**src/design/soed_pkg.sv**
```systemverilog
// Shared types and constants of the scan object edge detector.
// No dependencies; used by the channel interfaces and all modules.
package soed_pkg;

  localparam int ANGLE_W  = 8;
  localparam int SAMPLE_W = 12;
  localparam int THR_W    = 12;
  localparam int MINW_W   = 8;
  localparam int COUNT_W  = 5;

  localparam int CFG_DATA_W = 32;
  localparam int CFG_ADDR_W = 4;
  localparam int REG_IDX_W  = 2;

  // Register indexes; each register sits at byte address 4 * index.
  localparam logic [REG_IDX_W-1:0] REG_EDGE_THRESHOLD = 2'd0;
  localparam logic [REG_IDX_W-1:0] REG_SAMPLE_FLOOR   = 2'd1;
  localparam logic [REG_IDX_W-1:0] REG_MIN_WIDTH      = 2'd2;
  localparam logic [REG_IDX_W-1:0] REG_MAX_OBJECTS    = 2'd3;

  localparam logic [THR_W-1:0]    EDGE_THRESHOLD_RST = 12'd90;
  localparam logic [SAMPLE_W-1:0] SAMPLE_FLOOR_RST   = 12'd400;
  localparam logic [MINW_W-1:0]   MIN_WIDTH_RST      = 8'd4;
  localparam logic [COUNT_W-1:0]  MAX_OBJECTS_RST    = 5'd15;

  typedef struct packed {
    logic [THR_W-1:0]    edge_threshold;
    logic [SAMPLE_W-1:0] sample_floor;
    logic [MINW_W-1:0]   min_width;
    logic [COUNT_W-1:0]  max_objects;
  } soed_cfg_t;

endpackage

```
**src/design/soed_channels.sv**
```systemverilog
// Valid/ready channel interfaces for sensor samples and object reports.
// Depends on soed_pkg for field widths.
interface soed_in_if;
  logic                           valid;
  logic                           ready;
  logic [soed_pkg::ANGLE_W-1:0]   angle;
  logic [soed_pkg::SAMPLE_W-1:0]  sample;
  logic                           sweep_start;
  logic                           sweep_end;

  modport source (output valid, output angle, output sample, output sweep_start,
                  output sweep_end, input ready);
  modport sink (input valid, input angle, input sample, input sweep_start,
                input sweep_end, output ready);
endinterface

interface soed_out_if;
  logic                          valid;
  logic                          ready;
  logic [soed_pkg::ANGLE_W-1:0]  start_angle;
  logic [soed_pkg::ANGLE_W-1:0]  end_angle;
  logic [soed_pkg::ANGLE_W-1:0]  mid_angle;
  logic [soed_pkg::COUNT_W-1:0]  object_number;
  logic                          closed_by_end;

  modport source (output valid, output start_angle, output end_angle,
                  output mid_angle, output object_number, output closed_by_end,
                  input ready);
  modport sink (input valid, input start_angle, input end_angle, input mid_angle,
                input object_number, input closed_by_end, output ready);
endinterface

```
**src/design/soed_cfg_regs.sv**
```systemverilog
// APB-style configuration registers of the edge detector.
// Depends on soed_pkg for register indexes, reset values and soed_cfg_t.
module soed_cfg_regs (
  input  logic                              clk,
  input  logic                              rst_n,
  input  logic                              psel,
  input  logic                              penable,
  input  logic                              pwrite,
  input  logic [soed_pkg::CFG_ADDR_W-1:0]   paddr,
  input  logic [soed_pkg::CFG_DATA_W-1:0]   pwdata,
  output logic [soed_pkg::CFG_DATA_W-1:0]   prdata,
  output logic                              pready,
  output soed_pkg::soed_cfg_t               cfg
);

  soed_pkg::soed_cfg_t             cfg_r;
  soed_pkg::soed_cfg_t             cfg_nxt;
  logic                            wr_en;
  logic [soed_pkg::REG_IDX_W-1:0]  reg_idx;

  assign pready  = 1'b1;
  assign wr_en   = psel && penable && pwrite;
  assign reg_idx = paddr[soed_pkg::CFG_ADDR_W-1:2];
  assign cfg     = cfg_r;

  always_comb begin
    cfg_nxt = cfg_r;
    if (wr_en) begin
      case (reg_idx)
        soed_pkg::REG_EDGE_THRESHOLD:
          cfg_nxt.edge_threshold = pwdata[soed_pkg::THR_W-1:0];
        soed_pkg::REG_SAMPLE_FLOOR:
          cfg_nxt.sample_floor = pwdata[soed_pkg::SAMPLE_W-1:0];
        soed_pkg::REG_MIN_WIDTH:
          cfg_nxt.min_width = pwdata[soed_pkg::MINW_W-1:0];
        soed_pkg::REG_MAX_OBJECTS:
          cfg_nxt.max_objects = pwdata[soed_pkg::COUNT_W-1:0];
        default: cfg_nxt = cfg_r;
      endcase
    end
  end

  always_comb begin
    case (reg_idx)
      soed_pkg::REG_EDGE_THRESHOLD:
        prdata = soed_pkg::CFG_DATA_W'(cfg_r.edge_threshold);
      soed_pkg::REG_SAMPLE_FLOOR:
        prdata = soed_pkg::CFG_DATA_W'(cfg_r.sample_floor);
      soed_pkg::REG_MIN_WIDTH:
        prdata = soed_pkg::CFG_DATA_W'(cfg_r.min_width);
      soed_pkg::REG_MAX_OBJECTS:
        prdata = soed_pkg::CFG_DATA_W'(cfg_r.max_objects);
      default: prdata = '0;
    endcase
  end

  always_ff @(posedge clk) begin
    if (!rst_n) begin
      cfg_r.edge_threshold <= soed_pkg::EDGE_THRESHOLD_RST;
      cfg_r.sample_floor   <= soed_pkg::SAMPLE_FLOOR_RST;
      cfg_r.min_width      <= soed_pkg::MIN_WIDTH_RST;
      cfg_r.max_objects    <= soed_pkg::MAX_OBJECTS_RST;
    end else begin
      cfg_r <= cfg_nxt;
    end
  end

endmodule

```
**src/design/soed_core.sv**
```systemverilog
// Detection datapath: input register, sample ring with running sum,
// edge tracking and the result register.
// Depends on soed_pkg and the channel interfaces in soed_channels.sv.
module soed_core #(
  parameter int WINDOW = 5
) (
  input  logic                 clk,
  input  logic                 rst_n,
  input  soed_pkg::soed_cfg_t  cfg,
  soed_in_if.sink              in_ch,
  soed_out_if.source           out_ch
);

  localparam int SLOT_W = (WINDOW > 1) ? $clog2(WINDOW) : 1;
  localparam int FILL_W = $clog2(WINDOW + 1);
  localparam int SUM_W  = soed_pkg::SAMPLE_W + $clog2(WINDOW);
  // Reciprocal of WINDOW; with this shift the product gives the exact floor
  // for every sum that fits in SUM_W bits.
  localparam int DIV_SH = SUM_W + $clog2(WINDOW);
  localparam int MUL_W  = SUM_W + 2;
  localparam int PROD_W = SUM_W + MUL_W;
  localparam longint unsigned DIV_MUL_L =
    ((64'd1 << DIV_SH) + 64'(WINDOW) - 64'd1) / 64'(WINDOW);
  localparam logic [MUL_W-1:0] DIV_MUL = MUL_W'(DIV_MUL_L);
  localparam logic [SLOT_W-1:0] SLOT_LAST = SLOT_W'(WINDOW - 1);
  localparam logic [FILL_W-1:0] FILL_FULL = FILL_W'(WINDOW);

  localparam int AW = soed_pkg::ANGLE_W;
  localparam int SW = soed_pkg::SAMPLE_W;
  localparam int CW = soed_pkg::COUNT_W;

  // Input register
  logic          s1_v_r, s1_v_nxt;
  logic [AW-1:0] s1_angle_r;
  logic [SW-1:0] s1_sample_r;
  logic          s1_start_r, s1_end_r;
  logic          in_acc, s1_go;

  // Sweep state
  logic [SW-1:0]    win_r [WINDOW];
  logic [SLOT_W-1:0] slot_r, slot_nxt, slot_cur;
  logic [FILL_W-1:0] fill_r, fill_nxt, fill_cur;
  logic [SUM_W-1:0]  sum_r, sum_nxt, sum_cur;
  logic              in_obj_r, in_obj_nxt, in_obj_cur;
  logic [AW-1:0]     open_start_r, open_start_nxt;
  logic [CW-1:0]     found_r, found_nxt, found_cur;

  // Result register
  logic          out_v_r, out_v_nxt;
  logic [AW-1:0] out_start_r, out_end_r, out_mid_r;
  logic [CW-1:0] out_num_r;
  logic          out_by_end_r;

  // Datapath
  logic [SW-1:0]         clamped;
  logic                  filling;
  logic [PROD_W-1:0]     prod;
  logic [SW-1:0]         avg;
  logic signed [SW+1:0]  change;
  logic signed [SW+1:0]  thr_s;
  logic                  rise, fall;
  logic                  rise_open, fall_close, fall_report, open_after;
  logic                  emit, report;
  logic signed [AW:0]    obj_width;
  logic signed [AW:0]    half_width;
  logic [AW:0]           mid_full;
  logic                  narrow;

  assign in_acc       = in_ch.valid && in_ch.ready;
  assign s1_go        = s1_v_r && (!out_v_r || out_ch.ready);
  assign in_ch.ready  = !s1_v_r || s1_go;
  assign s1_v_nxt     = in_acc ? 1'b1 : (s1_go ? 1'b0 : s1_v_r);

  // A sweep start clears the state before this sample is handled.
  assign slot_cur   = s1_start_r ? '0 : slot_r;
  assign fill_cur   = s1_start_r ? '0 : fill_r;
  assign sum_cur    = s1_start_r ? '0 : sum_r;
  assign in_obj_cur = s1_start_r ? 1'b0 : in_obj_r;
  assign found_cur  = s1_start_r ? '0 : found_r;

  assign clamped  = (s1_sample_r < cfg.sample_floor) ? cfg.sample_floor : s1_sample_r;
  assign filling  = fill_cur < FILL_FULL;
  assign slot_nxt = (slot_cur == SLOT_LAST) ? '0 : slot_cur + 1'b1;
  assign fill_nxt = filling ? fill_cur + 1'b1 : fill_cur;

  // Running sum of the ring; once full the overwritten entry drops out.
  always_comb begin
    if (filling) begin
      sum_nxt = sum_cur + SUM_W'(clamped);
    end else begin
      sum_nxt = sum_cur - SUM_W'(win_r[slot_cur]) + SUM_W'(clamped);
    end
  end

  assign prod   = PROD_W'(sum_nxt) * PROD_W'(DIV_MUL);
  assign avg    = prod[DIV_SH +: SW];
  assign change = $signed({2'b00, clamped}) - $signed({2'b00, avg});
  assign thr_s  = $signed({2'b00, cfg.edge_threshold});
  assign rise   = change > thr_s;
  assign fall   = change < -thr_s;

  assign rise_open      = !filling && !in_obj_cur && rise;
  assign fall_close     = !filling && in_obj_cur && fall;
  assign open_start_nxt = rise_open ? s1_angle_r : open_start_r;
  assign open_after     = rise_open || (in_obj_cur && !fall_close);

  assign obj_width   = $signed({1'b0, s1_angle_r}) - $signed({1'b0, open_start_nxt});
  assign narrow      = obj_width < $signed({1'b0, cfg.min_width});
  assign fall_report = fall_close && !narrow;
  assign emit        = fall_report || (s1_end_r && open_after);
  assign report      = emit && (found_cur < cfg.max_objects);
  assign in_obj_nxt  = emit ? 1'b0 : open_after;
  assign found_nxt   = report ? found_cur + 1'b1 : found_cur;

  // Half width, truncated toward zero.
  assign half_width = (obj_width + $signed({{AW{1'b0}}, obj_width[AW]})) >>> 1;
  assign mid_full   = {1'b0, open_start_nxt} + half_width;

  assign out_v_nxt = s1_go ? report : (out_v_r && !out_ch.ready);

  always_ff @(posedge clk) begin
    if (!rst_n) begin
      s1_v_r       <= 1'b0;
      out_v_r      <= 1'b0;
      slot_r       <= '0;
      fill_r       <= '0;
      sum_r        <= '0;
      in_obj_r     <= 1'b0;
      open_start_r <= '0;
      found_r      <= '0;
    end else begin
      s1_v_r  <= s1_v_nxt;
      out_v_r <= out_v_nxt;
      if (s1_go) begin
        slot_r       <= slot_nxt;
        fill_r       <= fill_nxt;
        sum_r        <= sum_nxt;
        in_obj_r     <= in_obj_nxt;
        open_start_r <= open_start_nxt;
        found_r      <= found_nxt;
      end
    end
  end

  always_ff @(posedge clk) begin
    if (in_acc) begin
      s1_angle_r  <= in_ch.angle;
      s1_sample_r <= in_ch.sample;
      s1_start_r  <= in_ch.sweep_start;
      s1_end_r    <= in_ch.sweep_end;
    end
    if (s1_go) begin
      win_r[slot_cur] <= clamped;
    end
    if (s1_go && report) begin
      out_start_r  <= open_start_nxt;
      out_end_r    <= s1_angle_r;
      out_mid_r    <= mid_full[AW-1:0];
      out_num_r    <= found_cur;
      out_by_end_r <= !fall_report;
    end
  end

  assign out_ch.valid         = out_v_r;
  assign out_ch.start_angle   = out_start_r;
  assign out_ch.end_angle     = out_end_r;
  assign out_ch.mid_angle     = out_mid_r;
  assign out_ch.object_number = out_num_r;
  assign out_ch.closed_by_end = out_by_end_r;

endmodule

```
**src/design/scan_object_edge_detector.sv**
```systemverilog
// Scan object edge detector: takes one range sample per sweep angle and reports
// each object found as a start, end and middle angle. It accepts one item per
// clock cycle unless a stalled result holds the pipeline; a report passes the
// input register, then the result register, and waits there until it is taken.
// The cycle is bounded by the running window sum followed by the reciprocal
// multiply that forms the window average and the threshold compare. No clearing
// pass is needed after reset. A stalled result holds the pipeline only once the
// input register is also occupied.
// Depends on soed_pkg, soed_channels.sv, soed_cfg_regs and soed_core.
module scan_object_edge_detector #(
  parameter int WINDOW = 5
) (
  input  logic                             clk,
  input  logic                             rst_n,
  soed_in_if.sink                          in_ch,
  soed_out_if.source                       out_ch,
  input  logic                             psel,
  input  logic                             penable,
  input  logic                             pwrite,
  input  logic [soed_pkg::CFG_ADDR_W-1:0]  paddr,
  input  logic [soed_pkg::CFG_DATA_W-1:0]  pwdata,
  output logic [soed_pkg::CFG_DATA_W-1:0]  prdata,
  output logic                             pready
);

  soed_pkg::soed_cfg_t cfg;

  soed_cfg_regs u_cfg (
    .clk     (clk),
    .rst_n   (rst_n),
    .psel    (psel),
    .penable (penable),
    .pwrite  (pwrite),
    .paddr   (paddr),
    .pwdata  (pwdata),
    .prdata  (prdata),
    .pready  (pready),
    .cfg     (cfg)
  );

  soed_core #(
    .WINDOW (WINDOW)
  ) u_core (
    .clk    (clk),
    .rst_n  (rst_n),
    .cfg    (cfg),
    .in_ch  (in_ch),
    .out_ch (out_ch)
  );

endmodule

```
**src/flat_wrapper.sv**
```systemverilog
// flat-port wrapper written by rule: the top's interface ports become plain ports
module scan_object_edge_detector_flat 
#(
  parameter int WINDOW = 5
)
  (clk, rst_n, psel, penable, pwrite, paddr, pwdata, prdata, pready, in_ch_valid, in_ch_angle, in_ch_sample, in_ch_sweep_start, in_ch_sweep_end, in_ch_ready, out_ch_valid, out_ch_start_angle, out_ch_end_angle, out_ch_mid_angle, out_ch_object_number, out_ch_closed_by_end, out_ch_ready);
  soed_in_if in_ch_i ();
  soed_out_if out_ch_i ();
  input  logic clk;
  input  logic rst_n;
  input  logic psel;
  input  logic penable;
  input  logic pwrite;
  input  logic [soed_pkg::CFG_ADDR_W-1:0] paddr;
  input  logic [soed_pkg::CFG_DATA_W-1:0] pwdata;
  output logic [soed_pkg::CFG_DATA_W-1:0] prdata;
  output logic pready;
  input wire logic [$bits(in_ch_i.valid)-1:0] in_ch_valid;
  input wire logic [$bits(in_ch_i.angle)-1:0] in_ch_angle;
  input wire logic [$bits(in_ch_i.sample)-1:0] in_ch_sample;
  input wire logic [$bits(in_ch_i.sweep_start)-1:0] in_ch_sweep_start;
  input wire logic [$bits(in_ch_i.sweep_end)-1:0] in_ch_sweep_end;
  output wire logic [$bits(in_ch_i.ready)-1:0] in_ch_ready;
  output wire logic [$bits(out_ch_i.valid)-1:0] out_ch_valid;
  output wire logic [$bits(out_ch_i.start_angle)-1:0] out_ch_start_angle;
  output wire logic [$bits(out_ch_i.end_angle)-1:0] out_ch_end_angle;
  output wire logic [$bits(out_ch_i.mid_angle)-1:0] out_ch_mid_angle;
  output wire logic [$bits(out_ch_i.object_number)-1:0] out_ch_object_number;
  output wire logic [$bits(out_ch_i.closed_by_end)-1:0] out_ch_closed_by_end;
  input wire logic [$bits(out_ch_i.ready)-1:0] out_ch_ready;
  assign in_ch_i.valid = in_ch_valid;
  assign in_ch_i.angle = in_ch_angle;
  assign in_ch_i.sample = in_ch_sample;
  assign in_ch_i.sweep_start = in_ch_sweep_start;
  assign in_ch_i.sweep_end = in_ch_sweep_end;
  assign in_ch_ready = in_ch_i.ready;
  assign out_ch_valid = out_ch_i.valid;
  assign out_ch_start_angle = out_ch_i.start_angle;
  assign out_ch_end_angle = out_ch_i.end_angle;
  assign out_ch_mid_angle = out_ch_i.mid_angle;
  assign out_ch_object_number = out_ch_i.object_number;
  assign out_ch_closed_by_end = out_ch_i.closed_by_end;
  assign out_ch_i.ready = out_ch_ready;
  scan_object_edge_detector #(.WINDOW(WINDOW)) u_core (.clk(clk), .rst_n(rst_n), .in_ch(in_ch_i), .out_ch(out_ch_i), .psel(psel), .penable(penable), .pwrite(pwrite), .paddr(paddr), .pwdata(pwdata), .prdata(prdata), .pready(pready));
endmodule
```
**config.mk**
```make
export PLATFORM = sky130hd
export DESIGN_NAME = scan_object_edge_detector_flat
export DESIGN_NICKNAME = d
export VERILOG_FILES = /design/src/design/soed_pkg.sv /design/src/design/soed_channels.sv /design/src/design/soed_cfg_regs.sv /design/src/design/soed_core.sv /design/src/design/scan_object_edge_detector.sv /design/src/flat_wrapper.sv
export SDC_FILE = /design/constraint.sdc
export NUM_CORES = 1
export LEC_CHECK = 0
export ABC_AREA = 0
export BUFFER_PORTS_ARGS = -buffer_cell sky130_fd_sc_hd__buf_2
export CAP_MARGIN = 15
export CORE_ASPECT_RATIO = 0.7
export CORE_UTILIZATION = 45
export CTS_BUF_LIST = sky130_fd_sc_hd__clkbuf_16
export DETAILED_ROUTE_END_ITERATION = 6
export PLACE_DENSITY = 0.66
export SKIP_LAST_GASP = 1
export SLEW_MARGIN = 15
export SYNTH_ARGS = -nofsm -noshare
export SYNTH_HDL_FRONTEND = slang
export SYNTH_SLANG_ARGS = --single-unit
```
**constraint.sdc**
```tcl
create_clock -name clk -period 31.1 [get_ports clk]
set_input_delay 6.22 -clock clk [delete_from_list [all_inputs] [get_ports clk]]
set_output_delay 6.22 -clock clk [all_outputs]
set_load 0.01 [all_outputs]
```
Word-level counts from Yosys, hierarchy flattened
Memories as Yosys holds them, arrays and structs flattened.
Cells that the tools add are included.

word-level totals
  word-level logic and storage cells = 94
  input bits = 65
  output and inout bits = 65
  memories = 1
  ROM bits = 0
  latch bits = 0
  memory bits (writable) = 60
  bits in registers = 126

memories
  memory               depth  width  read ports  clocked after Yosys merged registers in  wr ports  line             RTL
  u_core.u_core.win_r  5      12     1           0                                        1         soed_core.sv:40  logic [SW-1:0] win_r [WINDOW];

cells by class
  div/mod/pow operators = 0
  equality and inequality tests = 4
  add/subtract/negate cells = 11
  multiply operators = 1
  bitwise operators = 0
  reduce and logical (&&, ||, !) cells = 32
  mux-type cells = 18
  order comparisons = 6
  shifts and indexed selects = 0

operators with widths
  cell                      number
  $pmux W32 S4              1
  $add A15 B12 Y15          2
  $mul A15 B16 Y30 const B  1
  $mux W15                  2
  $sub A15 B12 Y15          1
  $logic_and A1 B1 Y1       14
  $lt A13 B14 Y1            1
  $neg A12 Y14              1
  $gt A13 B13 Y1            1
  $sub A12 B12 Y13          1
  $lt A12 B12 Y1            1
  $mux W12                  1
  $mux W3                   4
  $mux W5                   2
  $add A9 B2 Y9             1
  $lt A9 B9 Y1              1
  $sub A8 B8 Y9             1
  $add A8 B8 Y8             1
  $logic_not A1 Y1          8
  $mux W8                   1
  $reduce_and A2 Y1         4
  $mux W1                   7
  $add A3 B1 Y3 const B     2
  $add A5 B1 Y5 const B     1
  8 further kinds           12

Longest topological paths before layout
An unclocked memory read counts as a cell.

  depth in word-level cells = 17
  mapped depth = 84
  gate-level depth less buffers = 83

By module
A second synthesis with hierarchy kept.

second synthesis, totals
  cells, all modules = 1,582
  area total of the unflattened synthesis = 15,542.4 µm²

by module, submodules not included
  module         seq. area each (µm²)  times used  area each (µm²)  cells an instance
  soed_core      4,103.9               1           13,663.1         1,383
  soed_cfg_regs  740.7                 1           1,879.3          199

Worst setup path before layout
Ideal clock, no wire load.

  path type = reg2reg
  start point = reg u_core.u_cfg.cfg_r, in the netlist u_core.u_cfg.cfg[14]
  end point = reg u_core.u_core.out_by_end_r (netlist: u_core.u_core.out_ch.closed_by_end) (enable)
  data required time = 30,699 ps
  stages on the path, launching flop included = 78
  period minus slack after synthesis = 16,683 ps
  path buffers = 3
  data arrival time = 16,282 ps
  setup slack = 14,417 ps
  library setup time = 401 ps
  cell sequence = dfxtp_1 inv_1 ha_1 a21o_1 a21o_1 a21o_1 a21o_1 a21o_1 a21o_1 a21oi_1 o2111ai_1 a21oi_2 buf_4 mux2i_1 fa_1 inv_1 ha_1 a21o_1 [42 not listed] and2_1 buf_6 mux2_4 xnor2_1 ha_1 a41o_1 a21oi_4 or4b_1 o211ai_2 ha_1 o21ai_0 a21oi_1 nor3_1 o21bai_1 and4_1 o2bb2ai_1 and2_1 clkbuf_1

on the way
  word-level cells in the longest chain between the ends = 16
  elaborated cells on any way between the ends = 23
  classes of those cells = 4 x add/sub; 1 x mul; 4 x order compare; 3 x mux; 11 x reduce/logical

ends and longest elaborated chain
  element                                     line                              RTL
  start: declaration                          soed_cfg_regs.sv:16               soed_pkg::soed_cfg_t cfg_r;
  start signal: assignment                    soed_cfg_regs.sv:64               cfg_r <= cfg_nxt;
  $lt A12 B12 Y1                              soed_core.sv:81                   assign clamped = (s1_sample_r < cfg.sample_floor) ? cfg.sample_floor : s1_sample_r;
  $mux W12 *                                  soed_core.sv:81
  $add A15 B12 Y15, on equally long branches  soed_core.sv:91, soed_core.sv:89
  $mux W15 *                                  soed_core.sv:88                   if (filling) begin
  via u_core.u_core.sum_nxt[5]                soed_core.sv:43                   logic [SUM_W-1:0] sum_r, sum_nxt, sum_cur;
  $mul A15 B16 Y30 *                          soed_core.sv:95                   assign prod = PROD_W'(sum_nxt) * PROD_W'(DIV_MUL);
  $sub A12 B12 Y13 *                          soed_core.sv:97                   assign change = $signed({2'b00, clamped}) - $signed({2'b00, avg});
  $gt A13 B13 Y1 *                            soed_core.sv:99                   assign rise = change > thr_s;
  [2 not listed]                              -
  via u_core.u_core.open_start_nxt[1]         soed_core.sv:45                   logic [AW-1:0] open_start_r, open_start_nxt;
  $sub A8 B8 Y9 *                             soed_core.sv:107                  assign obj_width = $signed({1'b0, s1_angle_r}) - $signed({1'b0, open_start_nxt});
  $lt A9 B9 Y1 *                              soed_core.sv:108                  assign narrow = obj_width < $signed({1'b0, cfg.min_width});
  $logic_not A1 Y1 *                          soed_core.sv:109                  assign fall_report = fall_close && !narrow;
  $logic_and A1 B1 Y1 *                       soed_core.sv:109
  $logic_or A1 B1 Y1 *                        soed_core.sv:110                  assign emit = fall_report || (s1_end_r && open_after);
  $logic_and A1 B1 Y1 *                       soed_core.sv:111                  assign report = emit && (found_cur < cfg.max_objects);
  $logic_and A1 B1 Y1 *                       soed_core.sv:155                  if (s1_go && report) begin
  end signal: assignment                      soed_core.sv:160                  out_by_end_r <= !fall_report;
  end: declaration                            soed_core.sv:52                   logic out_by_end_r;

The timed path passes the listed nets; every way through them passes the cells marked *.
A chain may end at the register's enable or synchronous reset.

Final worst setup path
  start point = reg u_core.u_cfg.cfg_r, in the netlist u_core.u_cfg.cfg[14]
  end point = reg u_core.u_core.out_end_r[7] (netlist: u_core.u_core.out_ch.end_angle[7]) (enable)

on the way
  word-level cells in the longest chain between the ends = 16
  elaborated cells on any way between the ends = 23
  classes of those cells = 4 x add/sub; 1 x mul; 4 x order compare; 3 x mux; 11 x reduce/logical

ends and longest elaborated chain
  element                                     line                              RTL
  $lt A12 B12 Y1                              soed_core.sv:81
  $mux W12 *                                  soed_core.sv:81
  via u_core.u_core.clamped[1]                soed_core.sv:55                   logic [SW-1:0] clamped;
  $add A15 B12 Y15, on equally long branches  soed_core.sv:91, soed_core.sv:89
  $mux W15 *                                  soed_core.sv:88
  via u_core.u_core.sum_nxt[11]               soed_core.sv:43
  $mul A15 B16 Y30 *                          soed_core.sv:95
  $sub A12 B12 Y13 *                          soed_core.sv:97
  [2 not listed]                              -
  $mux W8                                     soed_core.sv:104                  assign open_start_nxt = rise_open ? s1_angle_r : open_start_r;
  $sub A8 B8 Y9                               soed_core.sv:107
  $lt A9 B9 Y1                                soed_core.sv:108
  $logic_not A1 Y1                            soed_core.sv:109
  $logic_and A1 B1 Y1                         soed_core.sv:109
  $logic_or A1 B1 Y1 *                        soed_core.sv:110
  $logic_and A1 B1 Y1 *                       soed_core.sv:111
  $logic_and A1 B1 Y1 *                       soed_core.sv:155
  end signal: assignment                      soed_core.sv:157                  out_end_r <= s1_angle_r;
  end: declaration                            soed_core.sv:50                   logic [AW-1:0] out_start_r, out_end_r, out_mid_r;

Marks and branches as above.

==> out/metrics.yaml <==
end_kind: "register"
routed_wl_um: 36200
syn_to_final_growth_pct: 9.44
core_area_sq_um: 32600
io_pins: 130
ctsHoldBuffers: 0
crit_family: "compound AO/OA/AOI/OAI gates"
synth_warnings: 0
violations: "DRC"
crit_top_cell: "a21o_1"
antennaDiodeCount: 0
grt_max_degree: 56
cts-root-buf: "clkbuf_16"
worstHoldEndpoint: "u_core.u_core.out_ch.end_angle[0]"
min_path_type: "register to register"
async_reset_ff_share_pct: 0
gp_congestion: 0.865
wl_per_cell_um: 17.8
num_rows: 55
path_class: "register to register"
rsz0062_at_grt: "no"
grt_pass1_vias: 10344
grt_pass1_wl_um: 56800
reg2regPathDepth: 77
drive_gt1_share_pct: 10.2
cts_tree: "yes"
track_usage_pct: 21.9
timing.final.crit_share_pct: 61.5
synth_flop_cell: "edfxtp_1"
start_kind: "register"
slew_viol_final: 0
crit-reg2reg-launch: "u_core.u_cfg.cfg[14]"
drv_cap: 0
die_area_sq_um: 34200
grt-ovfl-total: 0
clk_latency_ns: 0.46
syn_inst: 1517
numPortBuffers: 86
synth_enable_flop_cells: 112
antenna_left: 0
setup_tns_ns: 0
rrSetupSlack_ns: 11.98
fin_skew_ns: 0.0138
setup_violations: 0
seq_area_sq_um: 4840
clk_pin_slew_ns: 0.07
synth_mux_area_share_pct: 4.29
dr_total_vias: 11054
multiInputGateArea_sq_um: 9270
die-width_um: 221
holdCritStartpoint: "u_core.u_core.s1_angle_r[0]"
avgSynthCellArea_sq_um: 9.93
die_y_um: 155
cp_num_buf_inv: 8
synth_top_family_by_area: "adder cells"
fmax_ghz: 0.0523
final_hold_viol_count: 0
max_slew_margin_pct: 23.4
cp_slowest_cell: "and2_1"
viasPerCell: 5.44
final_nets: 1944
n_fill_cell: 2995
crit_arrival_ns: 19.23
synth-simple-area-share_pct: 11.9
critical_path.max_stage_delay_ns: 0.59
cp.required_ns: 31.21
drc: 5
ys_ff_latch: 186
cts_resized: 0
tightest_slew_ns: 1.15
dp_hpwl_um: 28500
cts.sinks: 186
first_pass_iters: 7
syn_area_sq_um: 15100
hold_path_depth: 0
cts_setup_buffers: 0
synth_seq_area_share_pct: 32.2
path_max_fanout: 31
synth-compound-area-share_pct: 12.6
layout_min_cycle_time_ns: 19.12
rr_endpoint: "u_core.u_core.out_ch.end_angle[7]"
synth-xor-area-share_pct: 4.78
ys_types: 78
h-tree-depth: 4
synth-adder-area-share_pct: 27.4
cts_buffers: 17
cts_buffer_depth: 2
drtIter0Drc: 885
outcome: "complete, but fails checks"
initial_core_util_pct: 46.2
antenna_found_initial: 1
layer usage:
| metal | GRT usage (%) | up-vias | share of wire (%) |
|---|---|---|---|
| met5 | 0 | - | 0.036 |
| met1 | 35.2 | 5275 | 52 |
| li1 | - | 5418 | - |
| met3 | 3.81 | 32 | 7.2 |
| met4 | 4.79 | 2 | 0.91 |
| met2 | 29.7 | 327 | 40 |
synth_stat cells, types with 7 or more instances:
cell type	instances	area, sq um
or3_1	10	62.6
nand2_1	112	420
ha_1	215	2690
nand2b_1	23	144
and3_1	8	50.1
o211ai_1	19	143
edfxtp_1	112	3360
nor2b_1	28	175
and2_1	8	50.1
o21ai_1	8	40.0
a22oi_1	7	52.6
o21a_1	10	75.1
nand4_1	8	50.1
mux2_1	12	135
buf_4	22	165
o22ai_1	9	56.3
nor2_1	98	368
o21bai_1	9	67.6
a211oi_1	14	105
dfxtp_1	74	1480
nand3_1	23	115
mux2i_1	35	350
xnor2_1	52	455
a21oi_1	78	390
o21ai_0	39	195
a31oi_1	7	43.8
clkbuf_1	36	135
xor2_1	22	193
a21o_1	28	210
nor3_1	38	190
inv_1	186	698
fa_1	72	1440
per-stage QoR:
stage	std cells	setup slack [ns]	utilization [%]	instance area (sq um)	hold WS, ns
detailed placement	2000	12.08	48.7	15900	0.443
CTS	2032	11.96	50.5	16500	0.461
global route	2032	10.51	50.5	16500	0.468
global placement	2000	12.27	48.7	15900	0.436
finish	2032	11.98	50.5	16500	0.461
floorplan	1536	14.42	-	15100	0.426
worst max path at each step:
stage                         startpoint                                  to  slack, ns  cells past startpoint
global placement    u_core.u_cfg.cfg[14]   u_core.u_core.out_ch.end_angle[6]      12.27                     75
CTS                 u_core.u_cfg.cfg[14]   u_core.u_core.out_ch.end_angle[1]      11.96                     75
global route        u_core.u_cfg.cfg[14]   u_core.u_core.out_ch.end_angle[7]      10.51                     75
finish              u_core.u_cfg.cfg[14]   u_core.u_core.out_ch.end_angle[7]      11.98                     77
detailed placement  u_core.u_cfg.cfg[14]   u_core.u_core.out_ch.end_angle[1]      12.08                     75
floorplan           u_core.u_cfg.cfg[14]  u_core.u_core.out_ch.closed_by_end      14.42                     77
worst register-to-register path: cells and delay by family, from the launching register on:
family          cells  cell delay [ns]
compound gates     39             8.31
xor+xnor            3             0.82
fa+ha+maj          13             4.56
buf+inv             8             1.10
flops               1             0.45
mux                 3             1.26
simple gates       11             2.26
registers in the layout (all words and copies together) (netlist names), 3 cells and up:
register,cells
u_core.u_core.sum_r,15
u_core.u_core.out_ch.start_angle,8
u_core.u_core.out_ch.mid_angle,8
u_core.u_cfg.cfg,37
u_core.u_core.s1_angle_r,8
u_core.u_core.out_ch.end_angle,8
u_core.u_core.found_r,5
u_core.u_core.out_ch.object_number,5
u_core.u_core.open_start_r,8
u_core.u_core.slot_r,3
u_core.u_core.s1_sample_r,12
u_core.u_core.fill_r,3
u_core.u_core.win_r,60
cell type report:
class | count | share of cell area [%]
clock buffer | 17 | 2.58
clock inverter | 15 | 1.07
inverter | 188 | 4.28
multi-input combinational | 1100 | 56.2
sequential | 186 | 29.4
tap | 427 | 3.24
timing repair buffer | 99 | 3.20
cells by family after synthesis:
| kind of cell | Yosys count |
|---|---|
| xor gates and xnor gates | 78 |
| other | 2 |
| adders and majority gates | 287 |
| DFF | 186 |
| and+or+nand+nor | 377 |
| buffers and inverters | 250 |
| muxes | 56 |
| AOI/OAI and AO/OA | 281 |
cells in the final DEF, fill, tap and decap left out, types with 38 or more instances in the layout:
cell,instances
o21ai_0,39
ha_1,215
buf_2,86
a21oi_1,78
nor2_1,97
edfxtp_1,112
dfxtp_1,74
inv_1,187
nor3_1,38
nand2_1,112
fa_1,72
xnor2_1,52
Power is left out: the tool's default activity adds up to more than one toggle a clock period on the data nets, which glitch-free logic cannot reach.
